===== config.mk =====
export PLATFORM = sky130hd
export DESIGN_NAME = motif_automorphism_orbits_unit
export DESIGN_NICKNAME = d
export VERILOG_FILES = /design/src/rtl/mao_pkg.sv /design/src/rtl/motif_automorphism_orbits_unit.sv /design/src/rtl/mao_pair_check.sv /design/src/rtl/mao_search.sv
export VERILOG_INCLUDE_DIRS = /design/src /design/src/rtl
export SDC_FILE = /design/constraint.sdc
export NUM_CORES = 1
export LEC_CHECK = 0
export ABC_AREA = 1
export BUFFER_PORTS_ARGS = -buffer_cell sky130_fd_sc_hd__buf_4
export CORE_ASPECT_RATIO = 0.7
export CORE_UTILIZATION = 47
export CTS_BUF_LIST = sky130_fd_sc_hd__clkbuf_16
export DETAILED_ROUTE_END_ITERATION = 7
export SETUP_SLACK_MARGIN = 0.5
export SLEW_MARGIN = 10
export SYNTH_ARGS = -nofsm -noshare
export SYNTH_HDL_FRONTEND = slang
export SYNTH_SLANG_ARGS = --single-unit
export TNS_END_PERCENT = 50

===== constraint.sdc =====
create_clock -name clk -period 4.3 [get_ports clk]
set_clock_uncertainty 0.1 [all_clocks]
set_input_delay 0.86 -clock clk [delete_from_list [all_inputs] [get_ports clk]]
set_output_delay 0.86 -clock clk [all_outputs]
set_load 0.05 [all_outputs]

===== src/rtl/motif_automorphism_orbits_unit_defines.svh =====
// Assertion macros shared by the orbit unit. Simulation builds get the
// concurrent assertions; synthesis builds get empty bodies.
`ifndef MOTIF_AUTOMORPHISM_ORBITS_UNIT_DEFINES_SVH
`define MOTIF_AUTOMORPHISM_ORBITS_UNIT_DEFINES_SVH

`ifndef SYNTHESIS

// Property that must hold at every clock edge outside reset.
`define MAO_ASSERT(label, clk, rst_n, prop, msg) \
    label: assert property (@(posedge clk) disable iff (!rst_n) (prop)) \
        else $error(msg);

// Condition that must never be seen outside reset.
`define MAO_ASSERT_NEVER(label, clk, rst_n, cond, msg) \
    label: assert property (@(posedge clk) disable iff (!rst_n) !(cond)) \
        else $error(msg);

`else

`define MAO_ASSERT(label, clk, rst_n, prop, msg)
`define MAO_ASSERT_NEVER(label, clk, rst_n, cond, msg)

`endif

`endif


===== src/rtl/mao_pkg.sv =====
package mao_pkg;

    // Largest motif the unit handles.
    localparam int MaxNodes = 8;
    // Bits of a node id.
    localparam int IdxW = $clog2(MaxNodes);
    // Bits of a count that can reach MaxNodes itself.
    localparam int CntW = $clog2(MaxNodes + 1);
    // Width of the node_count register field.
    localparam int NodeCountW = 4;
    // Configuration port widths.
    localparam int AddrW = 3;
    localparam int DataW = 32;

    // Adjacency matrix: adj[row][col] is set for an edge row -> col.
    typedef logic [MaxNodes-1:0][MaxNodes-1:0] adj_mat_t;

    typedef enum logic {
        ReqEdge    = 1'b0,
        ReqCompute = 1'b1
    } req_t;

    // Register index, taken from paddr bit 2.
    typedef enum logic {
        RegNodeCount  = 1'b0,
        RegIsDirected = 1'b1
    } cfg_reg_t;

    // Start command from the front end to the search sequencer.
    typedef struct packed {
        logic            start;
        logic [CntW-1:0] n;
    } ctl_t;

    // Status from the search sequencer back to the front end.
    typedef struct packed {
        logic            busy;
        logic            row_valid;
        logic [IdxW-1:0] row_index;
        logic            last;
        logic            clear_adj;
    } status_t;

endpackage


===== src/rtl/motif_automorphism_orbits_unit.sv =====
// Automorphism orbit unit for motifs of up to eight nodes. Edge requests
// (req_type 0) set one bit of the adjacency matrix, or both directions when
// is_directed is 0, one per cycle while idle. A compute request (req_type 1)
// starts a depth-first permutation search over nodes 0..node_count-1 (a
// node_count above eight acts as eight) and then returns one result per node:
// the node id, a mask of every node it can be mapped to by some automorphism,
// and a flag on the final row. After the last row is handed over the matrix
// is cleared for the next motif; node_count 0 returns no rows and only clears
// the matrix. The search runs on one shared pair-compare unit under a small
// sequencer. After the accepting edge every cycle does exactly one step:
// compare the candidate against one earlier placement, skip a candidate that
// is already taken, place a candidate that passed every compare, give up on a
// level whose candidates ran out and pop it, or record one automorphism and
// pop the last level. A failed compare moves to the next candidate in the
// same cycle. The rows then leave one per cycle while out_stall does not hold
// them back. in_stall stays high for the whole computation and row output.
// Results wait in a single output register, so a stalled consumer only
// holds up the row sequence, never the matrix.
module motif_automorphism_orbits_unit (
    input  logic                              clk,
    input  logic                              rst_n,
    input  logic                              psel,
    input  logic                              penable,
    input  logic                              pwrite,
    input  logic [mao_pkg::AddrW-1:0]         paddr,
    input  logic [mao_pkg::DataW-1:0]         pwdata,
    output logic [mao_pkg::DataW-1:0]         prdata,
    output logic                              pready,
    input  logic                              in_valid,
    output logic                              in_stall,
    input  logic                              req_type,
    input  logic [mao_pkg::IdxW-1:0]          edge_from,
    input  logic [mao_pkg::IdxW-1:0]          edge_to,
    output logic                              out_valid,
    input  logic                              out_stall,
    output logic [mao_pkg::IdxW-1:0]          node_index,
    output logic [mao_pkg::MaxNodes-1:0]      orbit_mask,
    output logic                              last_row
);
    import mao_pkg::*;

`include "motif_automorphism_orbits_unit_defines.svh"

    logic [NodeCountW-1:0] node_count_reg;
    logic                  is_directed_reg;
    adj_mat_t              adj_reg, adj_next;
    logic                  out_valid_reg, out_valid_next;
    logic [IdxW-1:0]       node_index_reg;
    logic [MaxNodes-1:0]   orbit_mask_reg;
    logic                  last_row_reg;

    logic                  cfg_write;
    cfg_reg_t              cfg_sel;
    logic                  in_accept;
    logic                  out_take;
    logic                  row_load;
    logic [CntW-1:0]       n_clamped;
    ctl_t                  ctl;
    status_t               status;
    logic [MaxNodes-1:0]   orbit_row;

    // Configuration port: zero wait states, register picked by address bit 2.
    assign pready    = 1'b1;
    assign cfg_sel   = cfg_reg_t'(paddr[2]);
    assign cfg_write = psel && penable && pwrite;

    always_comb
    begin
        case (cfg_sel)
            RegNodeCount:  prdata = DataW'(node_count_reg);
            RegIsDirected: prdata = DataW'(is_directed_reg);
            default:       prdata = '0;
        endcase
    end

    always_ff @(posedge clk or negedge rst_n)
    begin
        if (!rst_n)
        begin
            node_count_reg  <= NodeCountW'(3);
            is_directed_reg <= 1'b0;
        end
        else if (cfg_write)
        begin
            case (cfg_sel)
                RegNodeCount:  node_count_reg  <= pwdata[NodeCountW-1:0];
                RegIsDirected: is_directed_reg <= pwdata[0];
                default:       node_count_reg  <= node_count_reg;
            endcase
        end
    end

    // Requests are taken only while the sequencer is idle.
    assign in_stall  = status.busy;
    assign in_accept = in_valid && !in_stall;

    assign n_clamped = (node_count_reg > NodeCountW'(MaxNodes))
                     ? CntW'(MaxNodes) : CntW'(node_count_reg);

    assign ctl.start = in_accept && (req_t'(req_type) == ReqCompute);
    assign ctl.n     = n_clamped;

    // Adjacency matrix: set by edge requests, wiped after each result run.
    always_comb
    begin
        adj_next = adj_reg;
        if (status.clear_adj)
        begin
            adj_next = '0;
        end
        else if (in_accept && (req_t'(req_type) == ReqEdge))
        begin
            adj_next[edge_from][edge_to] = 1'b1;
            if (!is_directed_reg)
            begin
                adj_next[edge_to][edge_from] = 1'b1;
            end
        end
    end

    always_ff @(posedge clk or negedge rst_n)
    begin
        if (!rst_n)
        begin
            adj_reg <= '0;
        end
        else
        begin
            adj_reg <= adj_next;
        end
    end

    mao_search u_search (
        .clk       (clk),
        .rst_n     (rst_n),
        .ctl       (ctl),
        .adj       (adj_reg),
        .take      (out_take),
        .status    (status),
        .orbit_row (orbit_row)
    );

    // Output register: a new row loads when the slot is empty or being taken.
    assign out_take = !out_valid_reg || !out_stall;
    assign row_load = status.row_valid && out_take;

    always_comb
    begin
        out_valid_next = out_valid_reg;
        if (row_load)
        begin
            out_valid_next = 1'b1;
        end
        else if (!out_stall)
        begin
            out_valid_next = 1'b0;
        end
    end

    always_ff @(posedge clk or negedge rst_n)
    begin
        if (!rst_n)
        begin
            out_valid_reg <= 1'b0;
        end
        else
        begin
            out_valid_reg <= out_valid_next;
        end
    end

    always_ff @(posedge clk)
    begin
        if (row_load)
        begin
            node_index_reg <= status.row_index;
            orbit_mask_reg <= orbit_row;
            last_row_reg   <= status.last;
        end
    end

    assign out_valid  = out_valid_reg;
    assign node_index = node_index_reg;
    assign orbit_mask = orbit_mask_reg;
    assign last_row   = last_row_reg;

    // The identity is always an automorphism, so each row maps to itself.
    `MAO_ASSERT(a_row_has_self, clk, rst_n,
        status.row_valid |-> orbit_row[status.row_index],
        "orbit row lacks its own node")
    // Handing over the final row returns the sequencer to idle.
    `MAO_ASSERT(a_last_row_idles, clk, rst_n,
        (row_load && status.last) |=> !status.busy,
        "sequencer still busy after final row")
    // Rows leave in ascending node order without gaps.
    `MAO_ASSERT(a_rows_in_order, clk, rst_n,
        (row_load && !status.last) |=> (status.row_valid
            && (status.row_index == $past(status.row_index) + IdxW'(1))),
        "orbit rows out of order")
    // A clear always leaves an empty matrix behind.
    `MAO_ASSERT(a_adj_cleared, clk, rst_n,
        status.clear_adj |=> (adj_reg == '0),
        "adjacency matrix not cleared")

endmodule


===== src/rtl/mao_pair_check.sv =====
// Compares one earlier placement against the candidate in both directions.
module mao_pair_check (
    input  mao_pkg::adj_mat_t          adj,
    input  logic [mao_pkg::IdxW-1:0]   cand,
    input  logic [mao_pkg::IdxW-1:0]   depth,
    input  logic [mao_pkg::IdxW-1:0]   chk,
    input  logic [mao_pkg::IdxW-1:0]   pj,
    output logic                       match
);
    import mao_pkg::*;

    logic fwd_ok;
    logic rev_ok;

    // Edge cand -> perm[chk] must mirror edge depth -> chk, and likewise back.
    assign fwd_ok = (adj[cand][pj] == adj[depth][chk]);
    assign rev_ok = (adj[pj][cand] == adj[chk][depth]);
    assign match  = fwd_ok & rev_ok;

endmodule


===== src/rtl/mao_search.sv =====
// Depth-first automorphism search sequencer with orbit store and row emitter.
module mao_search (
    input  logic                           clk,
    input  logic                           rst_n,
    input  mao_pkg::ctl_t                  ctl,
    input  mao_pkg::adj_mat_t              adj,
    input  logic                           take,
    output mao_pkg::status_t               status,
    output logic [mao_pkg::MaxNodes-1:0]   orbit_row
);
    import mao_pkg::*;

    typedef enum logic [3:0] {
        StIdle   = 4'b0001,
        StScan   = 4'b0010,
        StRecord = 4'b0100,
        StEmit   = 4'b1000
    } st_t;

    st_t                 state_reg, state_next;
    logic [CntW-1:0]     n_reg, n_next;
    logic [CntW-1:0]     depth_reg, depth_next;
    logic [CntW-1:0]     cand_reg, cand_next;
    logic [IdxW-1:0]     chk_reg, chk_next;
    logic [MaxNodes-1:0] used_reg, used_next;
    logic [IdxW-1:0]     row_reg, row_next;
    logic [MaxNodes-1:0] orbit_reg [MaxNodes];
    logic [MaxNodes-1:0] orbit_next [MaxNodes];
    logic [IdxW-1:0]     perm_reg [MaxNodes];
    logic [IdxW-1:0]     perm_next [MaxNodes];
    logic [CntW-1:0]     resume_reg [MaxNodes];
    logic [CntW-1:0]     resume_next [MaxNodes];

    logic [IdxW-1:0]     cand_idx;
    logic [IdxW-1:0]     depth_idx;
    logic [CntW-1:0]     depth_dec;
    logic [CntW-1:0]     resume_top;
    logic [CntW-1:0]     released;
    logic                pair_ok;
    logic                row_last;

    assign cand_idx   = cand_reg[IdxW-1:0];
    assign depth_idx  = depth_reg[IdxW-1:0];
    assign depth_dec  = depth_reg - CntW'(1);
    // The resume slot holds the popped node plus one.
    assign resume_top = resume_reg[depth_dec[IdxW-1:0]];
    assign released   = resume_top - CntW'(1);
    assign row_last   = (CntW'(row_reg) == n_reg - CntW'(1));

    mao_pair_check u_pair_check (
        .adj   (adj),
        .cand  (cand_idx),
        .depth (depth_idx),
        .chk   (chk_reg),
        .pj    (perm_reg[chk_reg]),
        .match (pair_ok)
    );

    always_comb
    begin
        state_next  = state_reg;
        n_next      = n_reg;
        depth_next  = depth_reg;
        cand_next   = cand_reg;
        chk_next    = chk_reg;
        used_next   = used_reg;
        row_next    = row_reg;
        orbit_next  = orbit_reg;
        perm_next   = perm_reg;
        resume_next = resume_reg;

        case (state_reg)
            StIdle:
            begin
                if (ctl.start)
                begin
                    n_next     = ctl.n;
                    depth_next = '0;
                    cand_next  = '0;
                    chk_next   = '0;
                    used_next  = '0;
                    row_next   = '0;
                    for (int i = 0; i < MaxNodes; i++)
                    begin
                        orbit_next[i] = '0;
                    end
                    if (ctl.n != '0)
                    begin
                        state_next = StScan;
                    end
                end
            end

            StScan:
            begin
                if (cand_reg >= n_reg)
                begin
                    // Candidates exhausted at this depth.
                    if (depth_reg == '0)
                    begin
                        used_next  = '0;
                        state_next = StEmit;
                    end
                    else
                    begin
                        depth_next = depth_dec;
                        used_next[released[IdxW-1:0]] = 1'b0;
                        cand_next  = resume_top;
                        chk_next   = '0;
                    end
                end
                else if (used_reg[cand_idx])
                begin
                    cand_next = cand_reg + CntW'(1);
                    chk_next  = '0;
                end
                else if (CntW'(chk_reg) == depth_reg)
                begin
                    // Candidate agrees with every earlier placement.
                    perm_next[depth_idx]   = cand_idx;
                    resume_next[depth_idx] = cand_reg + CntW'(1);
                    used_next[cand_idx]    = 1'b1;
                    depth_next             = depth_reg + CntW'(1);
                    cand_next              = '0;
                    chk_next               = '0;
                    if (depth_reg + CntW'(1) == n_reg)
                    begin
                        state_next = StRecord;
                    end
                end
                else if (pair_ok)
                begin
                    chk_next = chk_reg + IdxW'(1);
                end
                else
                begin
                    cand_next = cand_reg + CntW'(1);
                    chk_next  = '0;
                end
            end

            StRecord:
            begin
                for (int i = 0; i < MaxNodes; i++)
                begin
                    if (CntW'(i) < n_reg)
                    begin
                        orbit_next[i][perm_reg[i]] = 1'b1;
                    end
                end
                depth_next = depth_dec;
                used_next[released[IdxW-1:0]] = 1'b0;
                cand_next  = resume_top;
                chk_next   = '0;
                state_next = StScan;
            end

            StEmit:
            begin
                if (take)
                begin
                    if (row_last)
                    begin
                        state_next = StIdle;
                    end
                    else
                    begin
                        row_next = row_reg + IdxW'(1);
                    end
                end
            end

            default:
            begin
                state_next = StIdle;
            end
        endcase
    end

    always_ff @(posedge clk or negedge rst_n)
    begin
        if (!rst_n)
        begin
            state_reg <= StIdle;
            n_reg     <= '0;
            depth_reg <= '0;
            cand_reg  <= '0;
            chk_reg   <= '0;
            used_reg  <= '0;
            row_reg   <= '0;
            for (int i = 0; i < MaxNodes; i++)
            begin
                orbit_reg[i] <= '0;
            end
        end
        else
        begin
            state_reg <= state_next;
            n_reg     <= n_next;
            depth_reg <= depth_next;
            cand_reg  <= cand_next;
            chk_reg   <= chk_next;
            used_reg  <= used_next;
            row_reg   <= row_next;
            orbit_reg <= orbit_next;
        end
    end

    always_ff @(posedge clk)
    begin
        perm_reg   <= perm_next;
        resume_reg <= resume_next;
    end

    always_comb
    begin
        status.busy      = (state_reg != StIdle);
        status.row_valid = (state_reg == StEmit);
        status.row_index = row_reg;
        status.last      = row_last;
        status.clear_adj = ((state_reg == StIdle) && ctl.start && (ctl.n == '0))
                         || ((state_reg == StEmit) && take && row_last);
    end

    assign orbit_row = orbit_reg[row_reg];

endmodule

==> metrics.md, run 1 <==
| Metric | Value |
|---|---|
| Outcome | complete, but fails checks |
| Violated checks | DRC |
| Critical path data arrival time | about 3.7 ns |
| Worst min-delay path class | in2async |
| Final min period | between 3 and 4 ns |
| Wirelength per Cell | approximately 20 microns |
| Leakage | between 6 and 7 nW |
| Routed WL | between 40000 and 50000 microns |
| Synth area leader | dfrtp_1 |
| Switching share of power | 0.453 |
| Mean post-synth cell area | between 7 and 8 sq um |
| Switching power | approximately 0.0044 W |
| RD Place Congestion | ~0.93 |
| Reg-to-reg endpoint | u_search.resume_reg[5] |
| Gr ovfl total | 0 |
| Setup Viol. Count Final | 0 |
| Async SR Flop Fraction | 0.707 |
| Latest clock arrival within the worst-skew pair | around 0.55 ns |
| R2R depth | 12 |
| Crit path launch | u_search.cand_reg[1] |
| WP data required | ~4.5 ns |
| Synthesis Warnings | 0 |
| FF/Latch Area | ~0.006 sq mm |
| Gate Count Post-Synth | 1806 |
| Die X | ~210 microns |
| Max Cap Violations | 0 |
| Antenna cell count | 0 |
| Initial antenna violation count | 1 |
| Residual DRC | 6 |
| Worst Max-Slew Pin Slew | slightly below 1 ns |
| Post-DP HPWL | slightly above 30000 microns |
| Fin cells | 2224 |
| Setup slack, reg-to-reg | just under 0.8 ns |
| First drt pass iteration count | 8 |
| Setup TNS | 0 ns |
| Htree depth | 1 |
| Ys flop type | dfrtp_1 |
| Post-synth EDFFs | 68 |
| Clock power share | 0.210 |
| TritonCTS clock tree | yes |
| Reg2reg start | u_search.cand_reg[1] |
| Top-area cell type share of the netlist area | 0.294 |
| Sequential share of the synthesized area | 0.448 |
| Die Area | between 0.02 and 0.03 sq mm |
| Pwr Total | 0.00966 W |
| Startpoint Class | register |
| Worst Setup Path Type | reg2reg |
| Share of layout cells above drive strength 1 | 0.0880 |
| Multi-input gate area | just over 0.006 sq mm |
| Fin util | 0.533 |
| Synth top area cells | dfrtp_1 29%, edfxtp_1 15%, nand2_1 8.3%, a21oi_1 8.0%, o21ai_0 7.1% |
| Final net count | roughly 1900 |
| PortBufs | 36 |
| Final Max Tran Viols | 0 |
| RSZ-0062 raised after global routing | false |
| Overall Global Routing Usage | 0.300 |
| Worst VDD drop | 0.305 mV |
| Fillers | 2724 |
| Vias | approximately 13000 |
| CTS Buf Count | 25 |
| Top Ports | 96 |
| Final period util | 0.816 |
| Post-CTS setup buffer count | 0 |
| CTS root buffer | clkbuf_16 |
| Via/cell ratio | approximately 5.8 |
| Clk sink count | 232 |
| PD cells | between 600 and 700 mW/mm^2 |
| Clock transition at the registers of the reported paths | roughly 0.06 ns |
| First-pass GRT wire length | slightly below 70000 microns |
| Initial Util | 0.486 |
| Post-route ant nets | 0 |
| Area growth from synthesis to layout | 9.88% |
| Num rows | 51 |
| Setup crit end | u_search.resume_reg[5] |
| Initial DRC count | 1624 |
| Dpl cells | approximately 2200 |
| Synth cell types | just over 50 |
| Vias in the first global route | about 12000 |
| Crit path max fanout | 15 |
| Synthesized flop and latch total | around 230 |
| Largest net degree at the start of global routing | between 70 and 80 |
| Part of the power in registers | 0.346 |
| Maximum clock insertion buffer count | 3 |
| Core Footprint | 0.0283 sq mm |
| Max Clock Freq | 0.285 GHz |
| Internal power | roughly 0.0053 W |
| Max_slew headroom | 0.351 |
| Combinational share of power | 0.444 |
| Setup crit end kind | register |
| Die Span Y | 145 microns |
| Hold Fails Final Rpt | 0 |
| Synthesized cell area | approximately 0.014 sq mm |
==> cells in the final DEF (no fill, tap or decap), types with 41 or more instances in the layout <==
cell type  Yosys  layout
nand2_1      304     304
inv_1        216     221
a21oi_1      219     219
o21ai_0      196     195
nor2_1       162     161
dfrtp_1      161     160
nand3_1      156     156
buf_4         40      86
edfxtp_1      68      68
o22ai_1       42      41
==> Yosys cell counts, types with 2 or more instances <==
cell type,count
nand3_4,2
buf_2,20
buf_4,40
or2_2,2
nand4_1,16
nor2_2,4
o21ai_0,196
o21ai_1,5
a211oi_1,2
nor2_4,2
a311oi_1,2
nand3_2,3
o2111ai_1,2
o2bb2ai_1,5
nand3_1,156
nand2_2,5
buf_1,5
a221oi_1,9
conb_1,2
xor2_1,10
a21oi_1,219
nor3_1,25
a31oi_1,11
clkinv_1,3
clkbuf_1,40
o22ai_1,42
inv_1,216
nor2_1,162
o31ai_1,6
inv_2,11
ha_1,13
edfxtp_1,68
dfstp_2,3
xnor2_1,5
o211ai_1,8
nand2_1,304
buf_6,7
o221ai_1,2
dfrtp_1,161
==> power groups by stage <==
| stage | clock [W] | combinational (W) | sequential [W] |
|---|---|---|---|
| 2_1_floorplan | 0 | 0.00307 | 0.00321 |
| 3_3_place_gp | 0 | 0.00410 | 0.00335 |
| 3_5_place_dp | 0 | 0.00417 | 0.00336 |
| 4_1_cts | 0.00207 | 0.00419 | 0.00333 |
| 5_1_grt | 0.00215 | 0.00475 | 0.00340 |
| 6_report | 0.00203 | 0.00429 | 0.00334 |
==> area by class of cell <==
class                      instances  share of cell area
sequential                       232               0.408
multi-input combinational       1258               0.409
inverter                         230              0.0575
clock inverter                    20             0.00813
tap                              371              0.0308
timing repair buffer              88              0.0449
clock buffer                      25              0.0415
==> worst min path at each step <==
stage / cells past startpoint / slack [ns] / end
after global placement: 2 / 0.38 / node_count_reg[0]
final: 1 / 0.16 / adj_reg[53]
after detailed placement: 2 / 0.39 / node_count_reg[0]
after global routing: 1 / 0.21 / adj_reg[53]
after CTS: 1 / 0.21 / adj_reg[53]
after floorplan: 0 / 0.35 / node_index[1]
==> routing by layer <==
metal,track usage,part of all wire,up-vias
li1,-,-,6088
met5,0,0.00030,-
met3,0.0815,0.12,89
met4,0.0647,0.019,2
met1,0.486,0.48,6094
met2,0.385,0.38,666
==> repair_timing <==
action | in CTS | in global routing
gates resized for setup | 0 | 3
setup endpoints to repair | 0 | 8
hold buffers | 0 | 0
==> critical path, stage by stage, from the launching register on <==
cell	delay, ns
dfrtp_1	0.79
ha_1	0.34
inv_1	0.05
a21oi_1	0.03
o21a_1	0.16
o21ai_0	0.16
nand2_1	0.15
nor2_4	0.23
clkinv_1	0.35
nor2_1	0.23
nand2_1	0.12
nor2_1	0.28
buf_4	0.20
==> kinds of logic (layout without fill, tap and decap cells) <==
| group | after synthesis | count (layout) | synth area share |
|---|---|---|---|
| simple gates | 687 | 687 | 0.216 |
| compound gates | 514 | 514 | 0.202 |
| buf+inv | 343 | 363 | 0.111 |
| flops | 232 | 232 | 0.448 |
| xor+xnor | 15 | 15 | 0.00957 |
| fa+ha+maj | 13 | 13 | 0.0119 |
| other cells | 2 | 29 | 0.000547 |
==> stage by stage <==
stage                     hold WS, ns  worst slack, ns  area [sq um]
after global placement          0.383            0.747         14300
after detailed placement        0.389            0.729         14300
after global routing            0.208            0.527         15100
final                           0.155            0.792         15100
after CTS                       0.205            0.706         15100
after floorplan                 0.345            0.808         13800
(Power assumes the default switching activity.)
==> inputs of run 2 (changes only) <==
- clock period: 4.3 -> 3.3 ns (I/O delays scaled with it)
==> run 2 against run 1 <==
The run still ends with DRC left. Count of clock-buffer cells in the layout did not move. Sequential cell count did not move. Combinational power rose by 54%. Critical path type unchanged. Cell count rose by 2.4%. Design area rose by 5.8%. Worst hold slack got worse by 0.14 ns.
==> metrics.md, run 2 (same netlist as run 1, synthesis figures left out) <==
| Metric | Value |
|---|---|
| Internal power | approximately 0.0077 W |
| Worst VDD drop | around 0.46 mV |
| Multi-input gate area | 0.00636 sq mm |
| Most frequent cells in the layout | 295 x nand2_1, 219 x a21oi_1, 208 x inv_1 |
| Switching share of power | 0.446 |
| Final min period | 2.70 ns |
| Clock power share | 0.212 |
| Die Span Y | 145 microns |
| Gr ovfl total | 0 |
| Max_slew headroom | 0.490 |
| Routed length on met2 | 17300 microns |
| Hold Fails Final Rpt | 0 |
| Residual DRC | 6 |
| TritonCTS clock tree | yes |
| Setup crit end kind | register |
| Outcome | complete, but fails checks |
| Most frequent CP cell | nand2_1 |
| CTS Buf Count | 25 |
| Commonest non-fill, non-tap cell in the layout | nand2_1 |
| Fillers | ~2600 |
| Post-DP HPWL | about 33000 microns |
| Startpoint Class | register |
| Initial Util | 0.486 |
| Initial antenna violation count | 0 |
| Leakage | about 6.8 nW |
| Max Cap Violations | 0 |
| Part of the power in registers | 0.312 |
| Reg2reg start | u_search.depth_reg[2] |
| Num rows | between 50 and 60 |
| Post-route cell area | 0.0160 sq mm |
| Maximum clock insertion buffer count | 3 |
| Clock transition at the registers of the reported paths | about 0.07 ns |
| Placed Area | around 0.015 sq mm |
| Latest clock arrival within the worst-skew pair | 0.55 ns |
| Worst Max-Slew Pin Slew | between 0.7 and 0.8 ns |
| Critical-path cell list | inv_1, nand2_2, o22ai_1, a21oi_1, nand2_1, nand3_1, nand3_1, nand3_1, nand2_1, nand2_1, nand2_1, nor2_2, nand3_4, nand2_4, nand2_1, nand2_1 |
| Switching power | between 0.006 and 0.007 W |
| RD Place Congestion | between 0.9 and 1 |
| Largest stage delay, worst path | about 0.5 ns |
| Max Clock Freq | ~0.37 GHz |
| Setup TNS | 0 ns |
| RSZ-0062 raised after global routing | true |
| Final net count | 1950 |
| Vias | 13200 |
| Worst path top cell family by delay | simple AND/OR/NAND/NOR gates |
| R2R depth | 16 |
| Reg-to-reg endpoint | u_search.cand_reg[2] |
| Die Area | around 0.03 sq mm |
| Critical path data arrival time | just over 3 ns |
| Setup Viol. Count Final | 0 |
| Final Max Tran Viols | 0 |
| First drt pass iteration count | 8 |
| First-pass GRT wire length | around 70000 microns |
| Routed WL | between 40000 and 50000 microns |
| CP max-delay cell | dfrtp_1 |
| Post-route ant nets | 0 |
| Largest net degree at the start of global routing | slightly below 70 |
| PD cells | between 800 and 900 mW/mm^2 |
| Metal-1 WL | between 20000 and 25000 microns |
| Area growth from synthesis to layout | 16.3% |
| Wirelength per Cell | 20.2 microns |
| Setup slack, reg-to-reg | about 0.6 ns |
| Share of layout cells above drive strength 1 | 0.143 |
| Die X | around 210 microns |
| CTS root buffer | clkbuf_16 |
| Clk sink count | 232 |
| Worst min-delay path class | in2async |
| Top Ports | between 90 and 100 |
| FF/Latch Area | approximately 0.0062 sq mm |
| Htree depth | 1 |
| Hold buffers post-CTS | 0 |
| Antenna cell count | 0 |
| Crit path max fanout | 13 |
| Top routing layer in use | met4 |
| Initial DRC count | 1634 |
| Overall Global Routing Usage | 0.305 |
| Via/cell ratio | 5.82 |
| Core Footprint | approximately 0.028 sq mm |
| Metal3 WL | about 6200 microns |
| WP data required | between 3 and 4 ns |
| Vias in the first global route | 11900 |
| Violated checks | DRC |
| PortBufs | 36 |
| Final period util | 0.820 |
| Combinational share of power | 0.476 |
| Worst Setup Path Type | reg2reg |
| Worst path bufs/invs | 1 |
[run 2: cell count changes in the layout (fill, tap and decap cells not counted), moves of 7 or more]
cell / before / now
buf_6: 1 / 8
clkinv_1: 10 / 2
nand2_1: 304 / 295
nand2_2: 5 / 13
inv_4: 0 / 9
inv_1: 221 / 208
buf_4: 86 / 121
[run 2: cell type report]
| type | instances | share of cell area |
|---|---|---|
| clock buffers | 25 | 0.0392 |
| clock inverters | 20 | 0.0135 |
| inverters | 230 | 0.0568 |
| multi-input cells | 1259 | 0.399 |
| flip-flops and latches | 232 | 0.386 |
| well taps | 371 | 0.0291 |
| repair buffers | 140 | 0.0765 |
[run 2: worst register-to-register path: stages, from the launching register on]
cell and delay (ns):
dfrtp_1 0.51, inv_1 0.19, nand2_2 0.38, o22ai_1 0.16
a21oi_1 0.17, nand2_1 0.10, nand3_1 0.07, nand3_1 0.09
nand3_1 0.12, nand2_1 0.09, nand2_1 0.06, nand2_1 0.06
nor2_2 0.13, nand3_4 0.17, nand2_4 0.13, nand2_1 0.05
nand2_1 0.06
[run 2: what timing repair did]
action / CTS / global route
endpoints found under the setup margin: 71 / 99
cloned: 1 / 4
setup buffers: 4 / 17
gates resized for setup: 16 / 55
pin swaps: 1 / 14
[run 2: metrics by stage]
stage               setup WS [ns]  utilization  total power [W]  cells  hold WS [ns]
finish                      0.595        0.564           0.0139   2277        0.0178
global route                0.422        0.564           0.0147   2277        0.0677
CTS                         0.500        0.550           0.0132   2256        0.0368
detailed placement          0.226        0.518           0.0102   2206         0.384
global placement            0.287        0.518           0.0100   2206         0.379
floorplan                   0.399            -          0.00841   1833         0.264
[run 2: power groups by stage]
stage / Combinational, W / Clock (W) / Sequential, W
3_3_place_gp: 0.00569 / 0 / 0.00436
3_5_place_dp: 0.00579 / 0 / 0.00437
5_1_grt: 0.00716 / 0.00309 / 0.00440
2_1_floorplan: 0.00422 / 0 / 0.00419
6_report: 0.00661 / 0.00293 / 0.00433
4_1_cts: 0.00586 / 0.00297 / 0.00433
[run 2: worst max-delay path by stage]
stage                             to             startpoint  slack [ns]  cells after the start
2_1_floorplan  u_search.perm_reg[15]   u_search.cand_reg[0]        0.40                     13
3_3_place_gp    u_search.used_reg[3]  u_search.depth_reg[1]        0.29                     16
3_5_place_dp    u_search.cand_reg[2]    u_search.chk_reg[0]        0.23                     17
4_1_cts         u_search.used_reg[3]  u_search.depth_reg[1]        0.50                     16
5_1_grt         u_search.cand_reg[1]    u_search.chk_reg[0]        0.42                     18
6_report        u_search.cand_reg[2]  u_search.depth_reg[2]        0.60                     16
[run 2: per-layer routing]
| layer | up-vias | global-route usage |
|---|---|---|
| met5 | - | 0 |
| met4 | 0 | 0.0507 |
| met3 | 62 | 0.0991 |
| met2 | 744 | 0.382 |
| met1 | 6244 | 0.499 |
| li1 | 6197 | - |
==> inputs of run 3 (changes only) <==
- ABC_AREA: 1 -> 0
- PLACE_DENSITY: not set -> 0.67
- clock period: 3.3 -> 2.3 ns (I/O delays scaled with it)
==> run 3 against run 2 <==
The run ends with setup timing left. Global-route usage grew 0.089 points. Count of clock-buffer cells in the layout shrank 2. Setup slack lost 1.8 ns. Total power shrank 37%. Register-to-register slack lost 1.8 ns. Highest routed layer unchanged. Design area grew 17%. Via count shrank 9.4%.
==> metrics.md, run 3 <==
| Metric | Value |
|---|---|
| Outcome | complete, but fails checks |
| Violated checks | setup timing |
| Crit path launch | u_search.perm_reg[0] |
| Synth top area cells | dfrtp_1 30%, edfxtp_1 15%, mux4_2 12%, nor2_1 5.1%, a21oi_1 5.0% |
| Combinational share of power | 0.095 |
| Post-route worst setup slack | -1.18 ns |
| Largest stage delay, worst path | 0.53 ns |
| Die Area | 0.0291 sq mm |
| Most frequent CP cell | buf_4 |
| Maximum clock insertion buffer count | 3 |
| Via/cell ratio | 6.20 |
| Post-DP HPWL | roughly 30000 microns |
| Internal power | around 0.0065 W |
| CTS Buf Count | 23 |
| Worst VDD drop | around 0.42 mV |
| Worst Setup Path Type | reg2reg |
| Antenna cell count | 0 |
| Clock power share | 0.408 |
| Share of layout cells above drive strength 1 | 0.451 |
| Placement Setup Slack | -1.25 ns |
| Post-route ant nets | 0 |
| Max Clock Freq | approximately 0.29 GHz |
| Leakage | 7.73 nW |
| WP data required | approximately 2.6 ns |
| Fillers | 1980 |
| Placed Area | 0.0160 sq mm |
| Num rows | roughly 50 |
| Top-area cell type share of the netlist area | 0.302 |
| CP max-delay cell | or4_4 |
| CTS root buffer | clkbuf_16 |
| Reg2reg start | u_search.perm_reg[0] |
| Reg-to-reg endpoint | u_search.cand_reg[1] |
| RD Place Congestion | between 0.9 and 1 |
| Initial DRC count | about 1600 |
| Setup slack, reg-to-reg | -1.18 ns |
| Hold worst-path end | node_count_reg[1] |
| WHS Path Cells | 2 |
| Ys flop type | dfrtp_1 |
| Post-synth EDFFs | 68 |
| Initial antenna violation count | 1 |
| Final min period | between 3 and 4 ns |
| Hold_sp | pwdata[1] |
| Vias | 12000 |
| Part of the power in registers | 0.498 |
| Worst min-delay path class | in2reg |
| Async SR Flop Fraction | 0.707 |
| Gr ovfl total | 0 |
| Synthesized flop and latch total | roughly 230 |
| Residual DRC | 0 |
| Final period util | 1.51 |
| Mean post-synth cell area | 10.7 sq um |
| Initial Util | 0.479 |
| R2R depth | 13 |
| Clk sink count | around 230 |
| Setup crit end kind | register |
| Switching share of power | 0.259 |
| Max Cap Violations | 0 |
| Setup TNS | -53.45 ns |
| Gate Count Post-Synth | 1244 |
| Commonest non-fill, non-tap cell in the layout | buf_4 |
| Max_slew headroom | 0.535 |
| Synth area leader | dfrtp_1 |
| Switching power | about 0.0023 W |
| Metal3 WL | approximately 5500 microns |
| Wirelength per Cell | between 20 and 25 microns |
| Worst Hold Slack | 0.0622 ns |
| Worst Max-Slew Pin Slew | 0.696 ns |
| Area growth from synthesis to layout | 39.5% |
| Critical path data arrival time | roughly 3.8 ns |
| Core Footprint | roughly 0.028 sq mm |
| Synthesis Warnings | 0 |
| Post-route cell area | 0.0186 sq mm |
| Critical-path cell list | mux4_2, buf_4, mux2i_1, buf_4, nor2_1, buf_4, nand3_1, a41o_1, o211ai_1, or4_4, xnor2_4, o21ai_4, mux2_4 |
| Worst path bufs/invs | 3 |
| Setup Viol. Count Final | around 150 |
| First-pass GRT wire length | a little under 70000 microns |
| Vias in the first global route | between 10000 and 15000 |
| Metal-1 WL | 19700 microns |
| Leading cell type by number of instances after synthesis | nor2_1 |
| PD cells | about 470 mW/mm^2 |
| PortBufs | 36 |
| TritonCTS clock tree | yes |
| Leading cell types by count after synthesis | 182 x nor2_1, 161 x dfrtp_1, 134 x a21oi_1 |
| Die Span Y | approximately 140 microns |
| Sequential share of the synthesized area | 0.460 |
| Die X | a little over 200 microns |
| Pwr Total | about 0.009 W |
| Hold Fails Final Rpt | 0 |
| Latest clock arrival within the worst-skew pair | 0.53 ns |
| Routed length on met2 | approximately 19000 microns |
| Crit path max fanout | 7 |
| Clock transition at the registers of the reported paths | 0.07 ns |
| Largest net degree at the start of global routing | 65 |
| Worst path top cell family by delay | multiplexers |
| Final Max Tran Viols | 0 |
| Overall Global Routing Usage | 0.306 |
| Synth cell types | around 70 |
| Startpoint Class | register |
| RSZ-0062 raised after global routing | true |
| Top Ports | 96 |
| Htree depth | 1 |
| First drt pass iteration count | 5 |
| Most frequent cells in the layout | 284 x buf_4, 155 x dfrtp_1, 114 x nor2_1 |
| Synthesized cell area | roughly 0.013 sq mm |
| Routed WL | ~45000 microns |
| Top routing layer in use | met4 |
| Final net count | roughly 1600 |
[run 3: cell types whose count changed in the layout (fill, tap and decap cells not counted), sizes merged, moves of 24 or more]
cell,previous run,this run
mux4,0,73
o22ai,42,66
buf,136,364
inv,229,26
mux2i,0,38
nand2,310,49
nor2b,0,33
a21oi,220,134
mux2,0,33
nand3,162,30
o21ai,202,45
[run 3: worst max-delay path by stage]
| stage | cells past startpoint | end |
|---|---|---|
| floorplan | 12 | u_search.cand_reg[0] |
| global placement | 10 | u_search.cand_reg[1] |
| detailed placement | 10 | u_search.cand_reg[0] |
| CTS | 10 | u_search.cand_reg[2] |
| global route | 11 | u_search.cand_reg[0] |
| finish | 13 | u_search.cand_reg[1] |
[run 3: power by group through the flow]
stage | registers (W) | clock network, W | logic (W)
floorplan | 0.00447 | 0 | 0.000470
global placement | 0.00442 | 0 | 0.000733
detailed placement | 0.00443 | 0 | 0.000741
CTS | 0.00435 | 0.00358 | 0.000769
global route | 0.00436 | 0.00375 | 0.000872
finish | 0.00436 | 0.00357 | 0.000829
[run 3: worst reg2reg max path: cells and delay by family (launching register included)]
kind,cells,cell delay (ns)
multiplexers,3,0.96
AND/OR/NAND/NOR,3,0.66
AO/OA/AOI/OAI,3,0.54
buffers and inverters,3,0.49
flip-flops,1,0.42
XOR/XNOR,1,0.18
[run 3: cell type report]
cell class / count / area (sq um) / area share
tap: 371 / 464 / 0.0249
multi-input combinational: 909 / 7840 / 0.420
clock buffer: 23 / 576 / 0.0309
sequential: 232 / 6160 / 0.330
clock inverter: 18 / 108 / 0.00577
inverter: 13 / 53.8 / 0.00289
timing repair buffer: 369 / 3440 / 0.185
[run 3: repair_timing]
item                                   4_1_cts  5_1_grt
setup endpoints to repair                  252      256
hold buffers                                 1        0
endpoints found under the hold margin       35        0
pin swaps                                   99       67
setup buffers                               39       14
gates resized for setup                    206      123
gates cloned                                 3        5
[run 3: kinds of logic after synthesis]
family / count (synthesis) / synth area share
AND/OR/NAND/NOR: 377 / 0.135
AO/OA/AOI/OAI: 324 / 0.147
flip-flops: 232 / 0.460
multiplexers: 143 / 0.180
buffers and inverters: 131 / 0.0497
XOR/XNOR: 22 / 0.0158
adder cells (fa/ha/maj): 13 / 0.0122
other: 2 / 0.000562
[run 3: per-layer routing]
metal  up-vias  global-route usage
met4         0              0.0629
met2       716               0.437
met1      6016               0.462
li1       5197                   -
met3        71              0.0826
met5         -                   0
[run 3: stage by stage]
stage,utilization,std cells
2_1_floorplan,-,1271
3_3_place_gp,0.574,1832
3_5_place_dp,0.574,1832
4_1_cts,0.642,1916
5_1_grt,0.668,1935
6_report,0.668,1935
